<file path="config.mk">
export PLATFORM = sky130hd
export DESIGN_NAME = pli_cell
export DESIGN_NICKNAME = d
export VERILOG_FILES = /design/src/pli_pkg.sv /design/src/pli_cell.sv
export SDC_FILE = /design/constraint.sdc
export NUM_CORES = 1
export LEC_CHECK = 0
export ABC_AREA = 1
export BUFFER_PORTS_ARGS = -buffer_cell sky130_fd_sc_hd__buf_4
export CAP_MARGIN = 20
export CORE_ASPECT_RATIO = 0.8
export CORE_MARGIN = 2
export CORE_UTILIZATION = 35
export CTS_CLUSTER_DIAMETER = 80
export CTS_CLUSTER_SIZE = 14
export DETAILED_ROUTE_END_ITERATION = 10
export GPL_TIMING_DRIVEN = 0
export PLACE_DENSITY = 0.72
export SYNTH_ARGS = -nofsm -noshare
export SYNTH_HDL_FRONTEND = slang
export SYNTH_SLANG_ARGS = --single-unit
</file>
<file path="constraint.sdc">
create_clock -name i_clk -period 3 [get_ports i_clk]
set_input_delay 0.15 -clock i_clk [delete_from_list [all_inputs] [get_ports i_clk]]
set_output_delay 0.15 -clock i_clk [all_outputs]
set_load 0.02 [all_outputs]
</file>
<file path="src/pli_pkg.sv">
// Shared types and constants for the positional list block.
// No dependencies; every other file imports this package.
package pli_pkg;

    localparam int DATA_W       = 32;
    localparam int POS_W        = 7;
    localparam int STAT_W       = 2;
    localparam int CNT_W        = 7;
    localparam int DEF_CAPACITY = 64;

    localparam logic [STAT_W-1:0] ST_DONE  = 2'd0;
    localparam logic [STAT_W-1:0] ST_RANGE = 2'd1;
    localparam logic [STAT_W-1:0] ST_FULL  = 2'd2;

    localparam logic FUNC_INSERT = 1'b0;
    localparam logic FUNC_DELETE = 1'b1;

    // Shift command broadcast to every cell; pos is the 0-based slot.
    typedef struct packed {
        logic             ins;
        logic             del;
        logic [POS_W-1:0] pos;
    } t_cmd;

endpackage

</file>
<file path="src/pli_cell.sv">
// One storage cell of the list chain: holds one element and its delete pick.
// Depends on pli_pkg.
module pli_cell
    import pli_pkg::*;
#(
    parameter int IDX = 0
) (
    input  logic              i_clk,
    input  t_cmd              i_cmd,
    input  logic [DATA_W-1:0] i_value,
    input  logic [DATA_W-1:0] i_left,
    input  logic [DATA_W-1:0] i_right,
    output logic [DATA_W-1:0] o_data,
    output logic [DATA_W-1:0] o_pick
);

    logic [DATA_W-1:0] r_data;
    logic [DATA_W-1:0] r_pick;
    logic              w_eq;
    logic              w_above;

    assign w_eq    = 32'(IDX) == 32'(i_cmd.pos);
    assign w_above = 32'(IDX) >  32'(i_cmd.pos);

    always_ff @(posedge i_clk) begin
        if (i_cmd.ins) begin
            if (w_eq) begin
                r_data <= i_value;
            end else if (w_above) begin
                r_data <= i_left;
            end
        end else if (i_cmd.del) begin
            if (w_eq || w_above) begin
                r_data <= i_right;
            end
        end
        // capture the old content of the deleted slot, zero elsewhere
        if (i_cmd.del) begin
            r_pick <= w_eq ? r_data : '0;
        end
    end

    assign o_data = r_data;
    assign o_pick = r_pick;

endmodule

</file>
* After elaboration in Yosys (flattened, before gate mapping) *
Index checks and enable logic that the tools add are counted.
W data, S select, Z words.

storage, ports and cells
  input port bits = 106
  bits in registers = 64
  output and inout bits = 64
  word-level logic and storage cells = 9

cells by class
  reduce and logical (&&, ||, !) cells = 3
  muxes and demuxes = 4

operator list
  kind                count
  $mux W32            4
  $logic_not A7 Y1    1
  $reduce_and A2 Y1   1
  $reduce_bool A2 Y1  1

* Depth between registers and ports, before layout *
  word-level depth = 4
  mapped depth = 4

* Least setup slack after synthesis *
OpenSTA, ideal clock, no wires.

  path kind = input to register
  start = input i_cmd[0] (netlist name)
  end = register r_data[0] (netlist: o_data[0]) (enable)
  path buffers = 1
  setup slack = 0.773 ns
  arrival = 1.811 ns
  stages = 4
  cells stage by stage = nor2_2 nand2_2 buf_6 nor3_2

on the way
  word-level cells in the longest chain between the ends = 2

RTL lines
  element                      line            RTL
  start, declared              pli_cell.sv:9   input t_cmd i_cmd,
  $logic_not A7 Y1             pli_cell.sv:22  assign w_eq = 32'(IDX) == 32'(i_cmd.pos);
  $reduce_and A2 Y1 (no line)  n/a
  end signal, assigned         pli_cell.sv:28  r_data <= i_value;
  end signal, assigned         pli_cell.sv:30  r_data <= i_left;
  end signal, assigned         pli_cell.sv:34  r_data <= i_right;
  end, declared                pli_cell.sv:17  logic [DATA_W-1:0] r_data;

No other way between the ends.
A chain may end at the register's enable or synchronous reset.

* Final worst setup path *
  start = input i_cmd[0] (netlist name)
  end = register r_data[27] (netlist: o_data[27]) (enable)

The elaborated chain is that of the path after synthesis.

==> impl_summary.md <==
Critical path
STA puts the critical path data required time at between 3000 and 4000 ps. STA classifies the critical path endpoint as a register. The capture point of the worst path is o_data[27].

The largest fanout on the critical path is 17. The critical path starts at i_cmd[0]. The data arrival time of the critical path is between 1500 and 2000 ps. The endpoint identified for the worst register-to-register timing path is o_pick[1].

The setup check on the worst reg-to-reg path leaves a slack of between 2000 and 2500 ps. The worst register-to-register path has a depth of 2. The source of the worst register-to-register timing path is o_data[1]. STA classifies the critical path startpoint as a primary input. The worst setup path is of the primary input to register kind.

Clock tree
The number of buffers inserted to repair setup after CTS is 0. The clock drives 64 sinks. The later pin in the worst-skew pair is clocked with a latency of around 340 ps. The clock tree from TritonCTS is built. The post-CTS resize count is 0. In this run the number of H-tree levels came out at 3.

The clock root buffer is sky130_fd_sc_hd__clkbuf_8. The number of hold buffers added after CTS is 0. The number of CTS-inserted buffers is 9. Counting along the longest clock path gives a buffer depth of 2.

After clock tree synthesis, the clock-pin slew on the worst setup and hold paths is around 70 ps.

Route
In this run, the number of DRC markers left after iteration 0 of detailed routing was 72. The routed wirelength normalized by instance count is ~14 µm. After detailed routing, the number of remaining DRC violations is 0. Summed over all layers, the routed wires come to approximately 7100 µm. In the routed layout, each cell is associated on average with a via count of approximately 4.3. Across all layers, the routed design uses 2158 vias. Before antenna repair, the detailed router went through 4 iterations. The residual antenna-violating net count after detailed routing is 0.

Synthesis
The number of nets handed over by synthesis was approximately 350. The number of register bits inferred by synthesis is 64. The average cell area after synthesis is between 10 and 15 µm². For this run, the number of Yosys warnings is 0. For this run, the register share of the synthesized area comes to 0.664. The gate count after technology mapping is roughly 250.

The synthesized netlist occupies a cell area of around 2900 µm². The count of distinct cell types in the synthesized netlist is 14.

Die
The number of core rows is 29. The height of the chip is roughly 85 µm. The starting utilization of the core area is 0.363. The floorplan die area is ~9000 µm². The core footprint is about 8000 µm². The die is roughly 110 µm wide. The I/O pin count is between 150 and 200.

Finish
The fill cell total of the finished layout is roughly 740. At the end of the flow, the number of nets in the layout was 499. The synthesis-to-layout area growth is 48.9%. In the layout the commonest cells are 137 x sky130_fd_sc_hd__buf_4, 65 x sky130_fd_sc_hd__inv_1, 64 x sky130_fd_sc_hd__edfxtp_1. The fraction of final layout cells sized beyond drive strength 1 is 0.497. 0 antenna diodes ended up in the layout.

The final cell count without fillers is ~500. Leaving out fill and tap cells, the most frequent cell in the layout is sky130_fd_sc_hd__buf_4.

Timing
The largest clock skew in the final design is 6.36 ps. The final-layout setup total negative slack is 0 ps. Setup violations remaining at the end of the flow were counted as 0. For this run, the top clock speed supported by timing is around 630 MHz. The number of max-slew violations in the final report is 0. Setup repair after global routing left no endpoint under its margin. At the pin with the least slew margin, the transition time is 876 ps.

The worst relative slew slack is 0.414. In the finished design, the share of the clock period the worst path needs comes to 0.530. The final hold violation count is 0.

The worst path needs about 1600 ps of the cycle, external delays included.

Power and ir drop
The peak ir drop on the vdd network is 0.176 mV. Total power for the finished layout comes to 2.02 mW. The static leakage is between 1.5 and 2 nW.

Power spread over the standard cell area amounts to between 400 and 500 nW/µm².

GRT
The wire length of the first global-routing pass is 10900 µm. The global routing usage summed across all routing layers is 0.161. The number of antenna violations at the first check in global routing is 0. The via count of the first global-routing pass is 2220. Entering global routing, the biggest net connects 34 pins.

Global routing finished with a remaining overflow of 0.

Flow run
The max-cap check violation count is 0.

Hold path
The number of cells traversed by the worst hold path is 3. The tightest min-delay check is of the primary input to register type.

Placement
The number of port buffers is 136. The final estimated routing congestion in global placement is ~0.87. The HPWL after detailed placement is roughly 5700 µm. Counting tap cells, the placed design contains a total of 490 instances.

Run status
The flow ran to the end, and the final reports show no timing, DRC or antenna violations.
logic make-up after synthesis:
kind of cell / count (synthesis) / share of synthesized area
buf+inv: 78 / 0.120
compound gates: 32 / 0.0553
flops: 64 / 0.664
simple gates: 71 / 0.161
worst min-delay path by stage:
stage	start	endpoint	slack [ps]
global placement	i_value[13]	o_data[13]	440
CTS	i_value[11]	o_data[11]	70
detailed placement	i_value[11]	o_data[11]	440
finish	i_value[30]	o_data[30]	90
floorplan	i_cmd[7]	o_pick[0]	260
global route	i_value[19]	o_data[19]	100
synth_stat cells (all sizes together):
cell type	n	area [µm²]
nand2	34	133
buf	12	100
edfxtp	64	1920
o21ai	32	160
nor2	4	17.5
nor3	33	315
clkbuf	1	3.75
inv	65	244
layer usage:
metal | routed length (µm) | GRT usage
met5 | 0 | 0
met4 | 235 | 0.0909
met3 | 378 | 0.0399
met2 | 3620 | 0.271
met1 | 2880 | 0.190
critical path: stages:
cell                      delay [ps]
sky130_fd_sc_hd__buf_4           110
sky130_fd_sc_hd__nor2_2          100
sky130_fd_sc_hd__nand2_2         120
sky130_fd_sc_hd__buf_6           190
sky130_fd_sc_hd__nor3_4          720
sky130_fd_sc_hd__buf_16          230
registers in the layout, summed over array words and instances (netlist names):
register and count:
o_pick 32, o_data 32
power breakdown:
group          switching (mW)  total [mW]  internal, mW
combinational          0.0964       0.198         0.101
clock                   0.346       0.822         0.476
sequential            0.00486        1.00          1.00
total                   0.448        2.02          1.58
metrics by stage:
stage / hold slack, ps / instance area (µm²) / setup WS, ps / utilization
finish: 93.2 / 4310 / 1410 / 0.540
global route: 98.0 / 4310 / 1300 / 0.540
CTS: 72.9 / 4310 / 1400 / 0.540
detailed placement: 437 / 4090 / 1040 / 0.512
global placement: 436 / 4050 / 37.9 / 0.508
floorplan: 262 / 2900 / 773 / -
cell type report:
type / count / area (µm²) / share of cell area
clock buffers: 9 / 124 / 0.0287
inverters: 65 / 244 / 0.0566
multi-input cells: 103 / 632 / 0.147
repair buffers: 137 / 1050 / 0.243
clock inverters: 7 / 103 / 0.0238
plain buffers: 13 / 104 / 0.0241
flip-flops and latches: 64 / 1920 / 0.446
well taps: 108 / 135 / 0.0313
No activity file was read; power rests on OpenSTA's default activity.
