[config.mk]
export PLATFORM = sky130hd
export DESIGN_NAME = pli_ctrl
export DESIGN_NICKNAME = d
export VERILOG_FILES = /design/src/pli_pkg.sv /design/src/pli_ctrl.sv
export SDC_FILE = /design/constraint.sdc
export NUM_CORES = 1
export LEC_CHECK = 0
export BUFFER_PORTS_ARGS = -buffer_cell sky130_fd_sc_hd__buf_4
export CAP_MARGIN = 40
export CELL_PAD_IN_SITES_DETAIL_PLACEMENT = 0
export CELL_PAD_IN_SITES_GLOBAL_PLACEMENT = 1
export CORE_AREA = 2 2 107 109
export CTS_CLUSTER_DIAMETER = 100
export DETAILED_ROUTE_END_ITERATION = 7
export DIE_AREA = 0 0 109 111
export PLACE_DENSITY_LB_ADDON = 0.15
export SYNTH_ARGS = -nofsm -noshare
export SYNTH_HDL_FRONTEND = slang
export SYNTH_SLANG_ARGS = --single-unit
[constraint.sdc]
create_clock -name i_clk -period 3.9 [get_ports i_clk]
set_clock_uncertainty 0.05 [all_clocks]
set_input_delay 0.39 -clock i_clk [delete_from_list [all_inputs] [get_ports i_clk]]
set_output_delay 0.39 -clock i_clk [all_outputs]
set_load 0.02 [all_outputs]
[src/pli_pkg.sv]
// Shared types and constants for the positional list block.
// No dependencies; every other file imports this package.
package pli_pkg;

    localparam int DATA_W       = 32;
    localparam int POS_W        = 7;
    localparam int STAT_W       = 2;
    localparam int CNT_W        = 7;
    localparam int DEF_CAPACITY = 64;

    localparam logic [STAT_W-1:0] ST_DONE  = 2'd0;
    localparam logic [STAT_W-1:0] ST_RANGE = 2'd1;
    localparam logic [STAT_W-1:0] ST_FULL  = 2'd2;

    localparam logic FUNC_INSERT = 1'b0;
    localparam logic FUNC_DELETE = 1'b1;

    // Shift command broadcast to every cell; pos is the 0-based slot.
    typedef struct packed {
        logic             ins;
        logic             del;
        logic [POS_W-1:0] pos;
    } t_cmd;

endpackage

[src/pli_ctrl.sv]
// Request sequencer: range checks, length, shift commands and the result register.
// Depends on pli_pkg; drives the cell row and reads the OR tree root.
module pli_ctrl
    import pli_pkg::*;
#(
    parameter int CAPACITY = DEF_CAPACITY
) (
    input  logic              i_clk,
    input  logic              i_rst_n,
    input  logic              i_valid,
    output logic              o_ready,
    input  logic              i_func,
    input  logic [POS_W-1:0]  i_position,
    input  logic [DATA_W-1:0] i_value,
    output t_cmd              o_cmd,
    output logic [DATA_W-1:0] o_value,
    input  logic [DATA_W-1:0] i_root,
    output logic              o_valid,
    input  logic              i_ready,
    output logic [STAT_W-1:0] o_status,
    output logic [DATA_W-1:0] o_removed_value,
    output logic [CNT_W-1:0]  o_count
);

    localparam int LW  = $clog2(CAPACITY + 1);
    localparam int LG  = $clog2(CAPACITY);
    localparam int CTW = $clog2(LG + 1);

    typedef enum logic [1:0] {
        S_IDLE,
        S_EXEC,
        S_REDUCE,
        S_PUSH
    } t_state;

    t_state            r_state, n_state;
    logic              r_func;
    logic [POS_W-1:0]  r_pos;
    logic [DATA_W-1:0] r_value;
    logic [LW-1:0]     r_length;
    logic [STAT_W-1:0] r_status;
    logic              r_del_ok;
    logic [CTW-1:0]    r_cnt;
    logic              r_out_valid;
    logic [STAT_W-1:0] r_out_status;
    logic [DATA_W-1:0] r_out_removed;
    logic [CNT_W-1:0]  r_out_count;

    logic              w_beyond;
    logic              w_full;
    logic              w_ins_ok;
    logic              w_del_ok;
    logic [STAT_W-1:0] w_status;
    logic              w_out_free;

    assign w_beyond   = 32'(r_pos) > 32'(r_length);
    assign w_full     = 32'(r_length) >= 32'(CAPACITY);
    assign w_ins_ok   = (r_func == FUNC_INSERT) && !w_beyond && !w_full;
    assign w_del_ok   = (r_func == FUNC_DELETE) && (r_pos != '0) && !w_beyond;
    assign w_out_free = !r_out_valid || i_ready;

    always_comb begin
        if (r_func == FUNC_DELETE) begin
            w_status = w_del_ok ? ST_DONE : ST_RANGE;
        end else if (w_beyond) begin
            w_status = ST_RANGE;
        end else if (w_full) begin
            w_status = ST_FULL;
        end else begin
            w_status = ST_DONE;
        end
    end

    always_comb begin
        o_cmd.ins = (r_state == S_EXEC) && w_ins_ok;
        o_cmd.del = (r_state == S_EXEC) && w_del_ok;
        o_cmd.pos = (r_func == FUNC_DELETE) ? r_pos - POS_W'(1) : r_pos;
    end

    always_comb begin
        n_state = r_state;
        case (r_state)
            S_IDLE: begin
                if (i_valid) n_state = S_EXEC;
            end
            S_EXEC: begin
                n_state = w_del_ok ? S_REDUCE : S_PUSH;
            end
            S_REDUCE: begin
                if (r_cnt == '0) n_state = S_PUSH;
            end
            S_PUSH: begin
                if (w_out_free) n_state = S_IDLE;
            end
            default: n_state = S_IDLE;
        endcase
    end

    always_ff @(posedge i_clk) begin
        if (!i_rst_n) begin
            r_state     <= S_IDLE;
            r_length    <= '0;
            r_out_valid <= 1'b0;
        end else begin
            r_state <= n_state;
            if (r_state == S_IDLE && i_valid) begin
                r_func  <= i_func;
                r_pos   <= i_position;
                r_value <= i_value;
            end
            if (r_state == S_EXEC) begin
                r_status <= w_status;
                r_del_ok <= w_del_ok;
                r_cnt    <= CTW'(LG - 1);
                if (w_ins_ok) begin
                    r_length <= r_length + LW'(1);
                end else if (w_del_ok) begin
                    r_length <= r_length - LW'(1);
                end
            end
            if (r_state == S_REDUCE && r_cnt != '0) begin
                r_cnt <= r_cnt - CTW'(1);
            end
            // load the result once the previous beat has left
            if (r_state == S_PUSH && w_out_free) begin
                r_out_valid   <= 1'b1;
                r_out_status  <= r_status;
                r_out_removed <= r_del_ok ? i_root : '1;
                r_out_count   <= CNT_W'(r_length);
            end else if (r_out_valid && i_ready) begin
                r_out_valid <= 1'b0;
            end
        end
    end

    assign o_ready         = (r_state == S_IDLE);
    assign o_value         = r_value;
    assign o_valid         = r_out_valid;
    assign o_status        = r_out_status;
    assign o_removed_value = r_out_removed;
    assign o_count         = r_out_count;

endmodule

Yosys cells after proc, flatten, opt, wreduce, memory -nomap -nowiden. Index checks and enable logic that the tools add are counted.

Shift operators: 0. Reductions and logical operators: 27. $mul: 0. Add/subtract/negate cells: 4. Div/mod/pow operators: 0. Magnitude comparators: 2. Multiplexer cells: 16. Equality and inequality tests: 6. Bitwise logic cells: 1.

Operators by type and width (count): $mux W7 (3); $sub A7 B1 Y7 const B (2); $mux W2 (6); $logic_and A1 B1 Y1 (10); $reduce_and A2 Y1 (5); $pmux W2 S4 (1); $add A7 B1 Y7 const B (1); $ge A7 B7 Y1 const B (1); $gt A7 B7 Y1 (1); $reduce_bool A7 Y1 (1); $mux W3 (2); $ne A2 B2 Y1 const B (3); $reduce_bool A2 Y1 (3); $eq A2 B2 Y1 const B (2); $mux W1 (4); $logic_not A1 Y1 (3); $logic_not A3 Y1 (1); $reduce_and A3 Y1 (1); $reduce_bool A3 Y1 (1); $sub A3 B1 Y3 const B (1); $eq A2 B1 Y1 const B (1); $logic_not A2 Y1 (1); $logic_or A1 B1 Y1 (1); $not A1 Y1 (1).

Memory bits (read-only): 0. Register bits after elaboration: 97. Memories kept: 0. Word-level logic and storage cells: 68. Input port bits: 76. RAM bits: 0. Output and inout port bits: 84. Latch bits: 0.

Depth between registers and ports, before layout. Gate-level depths: netlist of the first run.

Depth in word-level cells: 6. Depth in mapped cells: 12. Depth with buffers taken out: 12.

Least setup slack after synthesis of the first run. Ideal clock, no wire load.

Kind: register to register. Start point: register r_pos[2]. End point: register r_length[6]. Arrival: 2.736 ns. Cell stages (with the launch flop): 12. Path slack: 0.983 ns. Clock period less this slack: 2.917 ns. Cells stage by stage: edfxtp_1 -> ha_1 -> a21oi_1 -> a21o_1 -> a41o_1 -> nand2_1 -> fa_1 -> a211o_1 -> a21oi_1 -> o21bai_1 -> o311ai_1 -> o41ai_1.

Word-level cells in the longest chain between the ends: 6.

RTL lines: start: declaration (line pli_ctrl.sv:38) `logic [POS_W-1:0] r_pos;`; start signal: assignment (line pli_ctrl.sv:108) `r_pos <= i_position;`; $gt A7 B7 Y1 (line pli_ctrl.sv:56) `assign w_beyond = 32'(r_pos) > 32'(r_length);`; $logic_not A1 Y1 (line pli_ctrl.sv:58, pli_ctrl.sv:59); $logic_and A1 B1 Y1 (2 in series) (line pli_ctrl.sv:58) `assign w_ins_ok = (r_func == FUNC_INSERT) && !w_beyond && !w_full;`; $reduce_bool A2 Y1 (no line); $reduce_and A2 Y1 (no line); end signal: assignment (line pli_ctrl.sv:116) `r_length <= r_length + LW'(1);`; end signal: assignment (line pli_ctrl.sv:118) `r_length <= r_length - LW'(1);`; end: declaration (line pli_ctrl.sv:40) `logic [LW-1:0] r_length;`.

Parallel ways exist; a longest one is shown, timed or not. A chain may end at the register's enable or synchronous reset.

Worst setup path in the final report of the first run. Ends and elaborated chain as after synthesis.

==> results of run 1 <==
==> logic make-up after synthesis <==
| family | after synthesis | synth area share (%) |
|---|---|---|
| compound gates | 45 | 8.71 |
| xor+xnor | 7 | 1.51 |
| simple gates | 78 | 10.9 |
| fa+ha+maj | 21 | 6.67 |
| mux | 2 | 0.494 |
| buf+inv | 24 | 2.28 |
| flops | 97 | 69.4 |
==> worst reg2reg max path, stage by stage (launching register included) <==
cell      delay, ns
edfxtp_1       0.51
ha_1           0.38
a21oi_1        0.16
a21o_1         0.18
a41o_1         0.28
nand2_1        0.21
ha_1           0.43
a211o_1        0.34
a21oi_1        0.18
o21bai_1       0.11
o311ai_1       0.23
o41ai_1        0.11
==> state kept, by name, indices dropped and copies added (netlist names) <==
register	cells
o_value	32
o_removed_value	32
o_count	7
r_status	2
r_cnt	3
r_length	7
r_state	2
r_del_ok	1
o_status	2
r_func	1
r_pos	7
o_valid	1
==> cell usage after synthesis (3+ instances only) <==
| library cell | instances | share of area, % |
|---|---|---|
| a21o_1 | 4 | 0.74 |
| a21oi_1 | 13 | 1.6 |
| clkbuf_1 | 4 | 0.37 |
| dfxtp_1 | 10 | 4.9 |
| edfxtp_1 | 87 | 64 |
| ha_1 | 20 | 6.2 |
| inv_1 | 18 | 1.7 |
| nand2_1 | 6 | 0.56 |
| nand2b_1 | 32 | 4.9 |
| nand3_1 | 6 | 0.74 |
| nor2_1 | 14 | 1.3 |
| nor2b_1 | 4 | 0.62 |
| o21ai_1 | 5 | 0.62 |
| xnor2_1 | 3 | 0.65 |
| xor2_1 | 4 | 0.86 |
==> final timing paths <==
| kind | start | endpoint | slack, ns |
|---|---|---|---|
| hold / removal | i_value[12] | o_value[12]$_DFFE_PP_ | 0.17 |
| hold reg to reg | r_status[1]$_SDFFCE_PP0P_ | o_status[1]$_DFFE_PP_ | 0.37 |
| setup / recovery | r_pos[2]$_DFFE_PP_ | r_length[6]$_SDFFE_PN0P_ | 0.60 |
| setup reg to reg | r_pos[2]$_DFFE_PP_ | r_length[6]$_SDFFE_PN0P_ | 0.60 |
==> power by group <==
group	internal (W)	leakage (nW)	total, W	switching [W]
clock network	0.000561	0.151	0.000935	0.000374
logic	0.000406	1.31	0.000935	0.000529
registers	0.00129	0.869	0.00137	0.0000802
==> area by class of cell <==
| cell class | instances | area, um2 | area share (%) |
|---|---|---|---|
| multi-input combinational | 153 | 1160 | 20.0 |
| clock inverter | 7 | 92.6 | 1.60 |
| clock buffer | 9 | 225 | 3.90 |
| tap | 143 | 179 | 3.10 |
| timing repair buffer | 162 | 1240 | 21.4 |
| inverter | 18 | 67.6 | 1.17 |
| sequential | 97 | 2810 | 48.8 |
==> per-layer routing <==
metal  track usage [%]  part of all wire, %
met5                 0                    0
met4              5.38                 0.94
met3              7.70                   14
met2              20.8                   43
met1              18.6                   42
==> metrics by stage <==
stage	instance area (um2)	total power [W]
6_report	5770	0.00324
3_3_place_gp	5420	0.00230
4_1_cts	5770	0.00327
2_1_floorplan	4050	0.00199
3_5_place_dp	5450	0.00232
5_1_grt	5770	0.00341
==> flow_summary.json, run 1 <==
{
  "grt_pass1_wl_mm": 13.4,
  "p_leak_nw": 2.33,
  "crit_type": "reg2reg",
  "setup.worst_path.start_class": "register",
  "place_ws_ns": 0.605,
  "final-hold-violation-count": 0,
  "slowest_stage": "edfxtp_1",
  "cts_made_buffers": 9,
  "synth_area_per_cell_um2": 14.8,
  "cts_setup_buffers": 0,
  "setup_slack_ns": 0.597,
  "whs_path_depth": 1,
  "fin_crit_ns": 3.30,
  "critPathBufInv": 0,
  "min_path_type": "in2reg",
  "path_delay_family": "compound AO/OA/AOI/OAI gates",
  "mostFrequentLayoutCell": "buf_4",
  "synth_edf_count": 87,
  "fmax_ghz": 0.303,
  "numPortBuffers": 159,
  "cts_sinks": 97,
  "cp.required_ns": 4.06,
  "final-instance-count-excl-fill": 589,
  "antenna_found_initial": 0,
  "slew_headroom_pct": 42.2,
  "p_per_area_mw_per_mm2": 561,
  "setup-violations-final": 0,
  "drt_iter0_markers": 96,
  "outcome": "finished, final reports clean",
  "cp_max_fo": 6,
  "end_kind": "register",
  "cts.clk_slew.worst_paths_ns": 0.07,
  "die_x_um": 109,
  "yosys_warnings": 0,
  "hold_ws_ns": 0.173,
  "cts_tree": "done",
  "grt_max_degree": 41,
  "final_cell_mix": "buf_4 (160), edfxtp_1 (87), nand2b_1 (32), ha_1 (20), inv_1 (18)",
  "wire_per_inst_um": 14.9,
  "ys_seq_area_share_pct": 69.4,
  "slew_viol_final": 0,
  "synth_cell_type_count": 48,
  "slowest_delay_ns": 0.51,
  "firstDrtPassIters": 4,
  "critical_path_cell_count": 11,
  "synth_area_mm2": 0.00405,
  "dp_hpwl_mm": 6.39,
  "nets": 538,
  "ctsResizeCount": 0,
  "ir_worst_vdd_v": 0.000252,
  "die_h_um": 111,
  "grt-ovfl-total": 0,
  "ant_nets": 0,
  "r2r_cells": 11,
  "syn-instance-count": 274,
  "globalplace.congestion": 0.772,
  "grt_pass1_vias": 2739,
  "routed_wirelength_mm": 8.76,
  "vias_per_cell": 4.71,
  "postCtsHoldBufs": 0,
  "dp.cells": 573,
  "fin_crit_sh_pct": 84.7,
  "synthesis.nets": 371,
  "cp.arrival_ns": 3.46,
  "synthFlopType": "edfxtp_1",
  "cts-root-buf": "clkbuf_16",
  "via_count": 2776,
  "dieArea_mm2": 0.0121,
  "start_util_pct": 36.6,
  "worst_skew_pair.late_latency_ns": 0.34,
  "row_count": 39,
  "synthArstFlopShare_pct": 0,
  "worst_pin_slew_ns": 0.867,
  "areaGrowthSynthToFinish_pct": 42.4,
  "grtUsageTotal_pct": 14.5,
  "route.detailed.drc": 0,
  "fin_tns_setup_ns": 0,
  "placeableCoreArea_mm2": 0.0111,
  "fillCellCount": 977,
  "htreeDepth": 3,
  "final_core_util_pct": 52.1,
  "io_pins": 160,
  "rsz0062_at_grt": "false",
  "maxCapViolCount": 0,
  "n_antenna_cell": 0,
  "synth-seq-cells": 97,
  "layout-drive-gt1-share_pct": 41.5,
  "crit_chain": "ha_1, a21oi_1, a21o_1, a41o_1, nand2_1, ha_1, a211o_1, a21oi_1, o21bai_1, o311ai_1, o41ai_1",
  "clockBufferDepth": 2
}
No activity file was read; power rests on OpenSTA's default activity.
==> inputs of run 2 (changes only) <==
- clock period: 3.9 -> 3.1 ns (I/O delays scaled with it)
==> run 2 against run 1 <==
Effect of this change: die area unchanged; final cell count up 2.0%; worst setup slack worse by 0.43 ns; via count up 1.1%; critical path depth unchanged; global-route usage up 0.61 points; sequential power up 24%; non-clock buffer count up 12; clock-buffer cell count up 2.
==> flow_summary.json, run 2 (synthesis gave the netlist of run 1 again) <==
{
  "die_h_um": 111,
  "critPathBufInv": 0,
  "vias_per_cell": 4.67,
  "setup.worst_path.start_class": "register",
  "antenna_found_initial": 0,
  "drt_iter0_markers": 100,
  "crit_type": "reg2reg",
  "cts.clk_slew.worst_paths_ns": 0.07,
  "dp_hpwl_mm": 6.49,
  "worst_pin_slew_ns": 0.515,
  "end_kind": "register",
  "cts_sinks": 97,
  "grt_pass1_wl_mm": 13.9,
  "design_area_mm2": 0.00590,
  "maxCapViolCount": 0,
  "row_count": 39,
  "io_pins": 160,
  "placed_cell_area_mm2": 0.00554,
  "fin_crit_sh_pct": 94.6,
  "via_count": 2807,
  "p_per_area_mw_per_mm2": 701,
  "min_path_type": "in2reg",
  "fin_crit_ns": 2.93,
  "ir_worst_vdd_v": 0.000410,
  "cts-root-buf": "clkbuf_16",
  "p_leak_nw": 2.40,
  "cp_max_fo": 6,
  "cp.arrival_ns": 3.09,
  "die_x_um": 109,
  "routed_wirelength_mm": 8.88,
  "ant_nets": 0,
  "clockBufferDepth": 2,
  "crit_chain": "ha_4, nand4_1, a21o_1, a41o_1, nand2_2, ha_1, a211o_1, a21oi_2, o21bai_1, o311ai_1, o41ai_1",
  "fin_total_pwr_w": 0.00414,
  "grtUsageTotal_pct": 15.1,
  "slew_viol_final": 0,
  "nets": 550,
  "layout-drive-gt1-share_pct": 44.8,
  "outcome": "finished, final reports clean",
  "mostFrequentLayoutCell": "buf_4",
  "cp.required_ns": 3.26,
  "setup-violations-final": 0,
  "numPortBuffers": 159,
  "final_cell_mix": "buf_4 (172), edfxtp_1 (87), nand2b_1 (32), ha_1 (19), inv_1 (18)",
  "cts_made_buffers": 9,
  "start_util_pct": 36.6,
  "slowest_stage": "edfxtp_1",
  "multi_input_area_mm2": 0.00119,
  "grt_max_degree": 42,
  "n_antenna_cell": 0,
  "route.detailed.drc": 0,
  "slowest_delay_ns": 0.47,
  "ff_latch_area_mm2": 0.00282,
  "cts_tree": "done",
  "fmax_ghz": 0.341,
  "grt_pass1_vias": 2821,
  "dieArea_mm2": 0.0121,
  "globalplace.congestion": 0.797,
  "wire_per_inst_um": 14.8,
  "worst_skew_pair.late_latency_ns": 0.34,
  "path_delay_family": "compound AO/OA/AOI/OAI gates",
  "fillCellCount": 995,
  "areaGrowthSynthToFinish_pct": 45.6,
  "slew_headroom_pct": 65.7,
  "final-hold-violation-count": 0,
  "htreeDepth": 3,
  "firstDrtPassIters": 4,
  "grt-ovfl-total": 0,
  "placeableCoreArea_mm2": 0.0111
}
==> run 2: cell types whose count changed in the layout (fill, tap and decap cells not counted), moves of 2 or more <==
cell and delta:
buf_4 +12, a21oi_1 -2, a21oi_2 +2, clkbuf_1 +2, clkinv_1 -2, dfxtp_1 -2
dfxtp_2 +2
==> run 2: power breakdown <==
part | total [W] | switching [W] | internal [W]
registers | 0.00170 | 0.0000857 | 0.00162
clock network | 0.00117 | 0.000462 | 0.000709
logic | 0.00126 | 0.000695 | 0.000568
==> run 2: worst paths after layout <==
| kind | slack, ns | endpoint | cells past startpoint | start |
|---|---|---|---|---|
| min reg2reg | 0.37 | o_status[0]$_DFFE_PP_ | 0 | r_status[0]$_DFFE_PP_ |
| min | 0.09 | o_value[12]$_DFFE_PP_ | 1 | i_value[12] |
| max | 0.17 | r_length[6]$_SDFFE_PN0P_ | 11 | r_pos[6]$_DFFE_PP_ |
| max reg2reg | 0.17 | r_length[6]$_SDFFE_PN0P_ | 11 | r_pos[6]$_DFFE_PP_ |
==> run 2: stage by stage <==
step / TNS (ns) / setup slack, ns / hold WS, ns / std cells / utilization, %
2_1_floorplan: 0 / 0.183 / 0.350 / 274 / -
5_1_grt: -0.0114 / -0.0114 / 0.0765 / 601 / 53.3
4_1_cts: 0 / 0.0106 / 0.0835 / 599 / 52.8
3_3_place_gp: 0 / 0.122 / 0.357 / 581 / 49.6
6_report: 0 / 0.169 / 0.0934 / 601 / 53.3
3_5_place_dp: 0 / 0.0300 / 0.361 / 583 / 50.0
==> run 2: cell type report <==
| cell class | instances | area share, % |
|---|---|---|
| flip-flops and latches | 97 | 47.7 |
| repair buffers | 174 | 22.7 |
| multi-input cells | 153 | 20.1 |
| clock buffers | 11 | 3.94 |
| well taps | 143 | 3.03 |
| clock inverters | 5 | 1.38 |
| inverters | 18 | 1.15 |
==> run 2: timing repair <==
action                     CTS  global route
buffers inserted             0             2
hold buffers                 0             0
setup endpoints to repair    0             2
gates resized for setup      0             8
==> run 2: worst reg2reg max path, cell delays in order (launching register included) <==
cell and delay [ns]:
edfxtp_1 0.47, ha_4 0.32, nand4_1 0.16, a21o_1 0.23, a41o_1 0.25, nand2_2 0.15
ha_1 0.26, a211o_1 0.33, a21oi_2 0.16, o21bai_1 0.09, o311ai_1 0.22, o41ai_1 0.11
==> run 2: layer usage <==
layer	global-route usage, %	up-vias	share of wire [%]
met3	6.17	9	12
li1	-	1378	-
met1	18.6	1281	41
met5	0	-	0
met4	6.15	0	1.4
met2	23.5	139	45
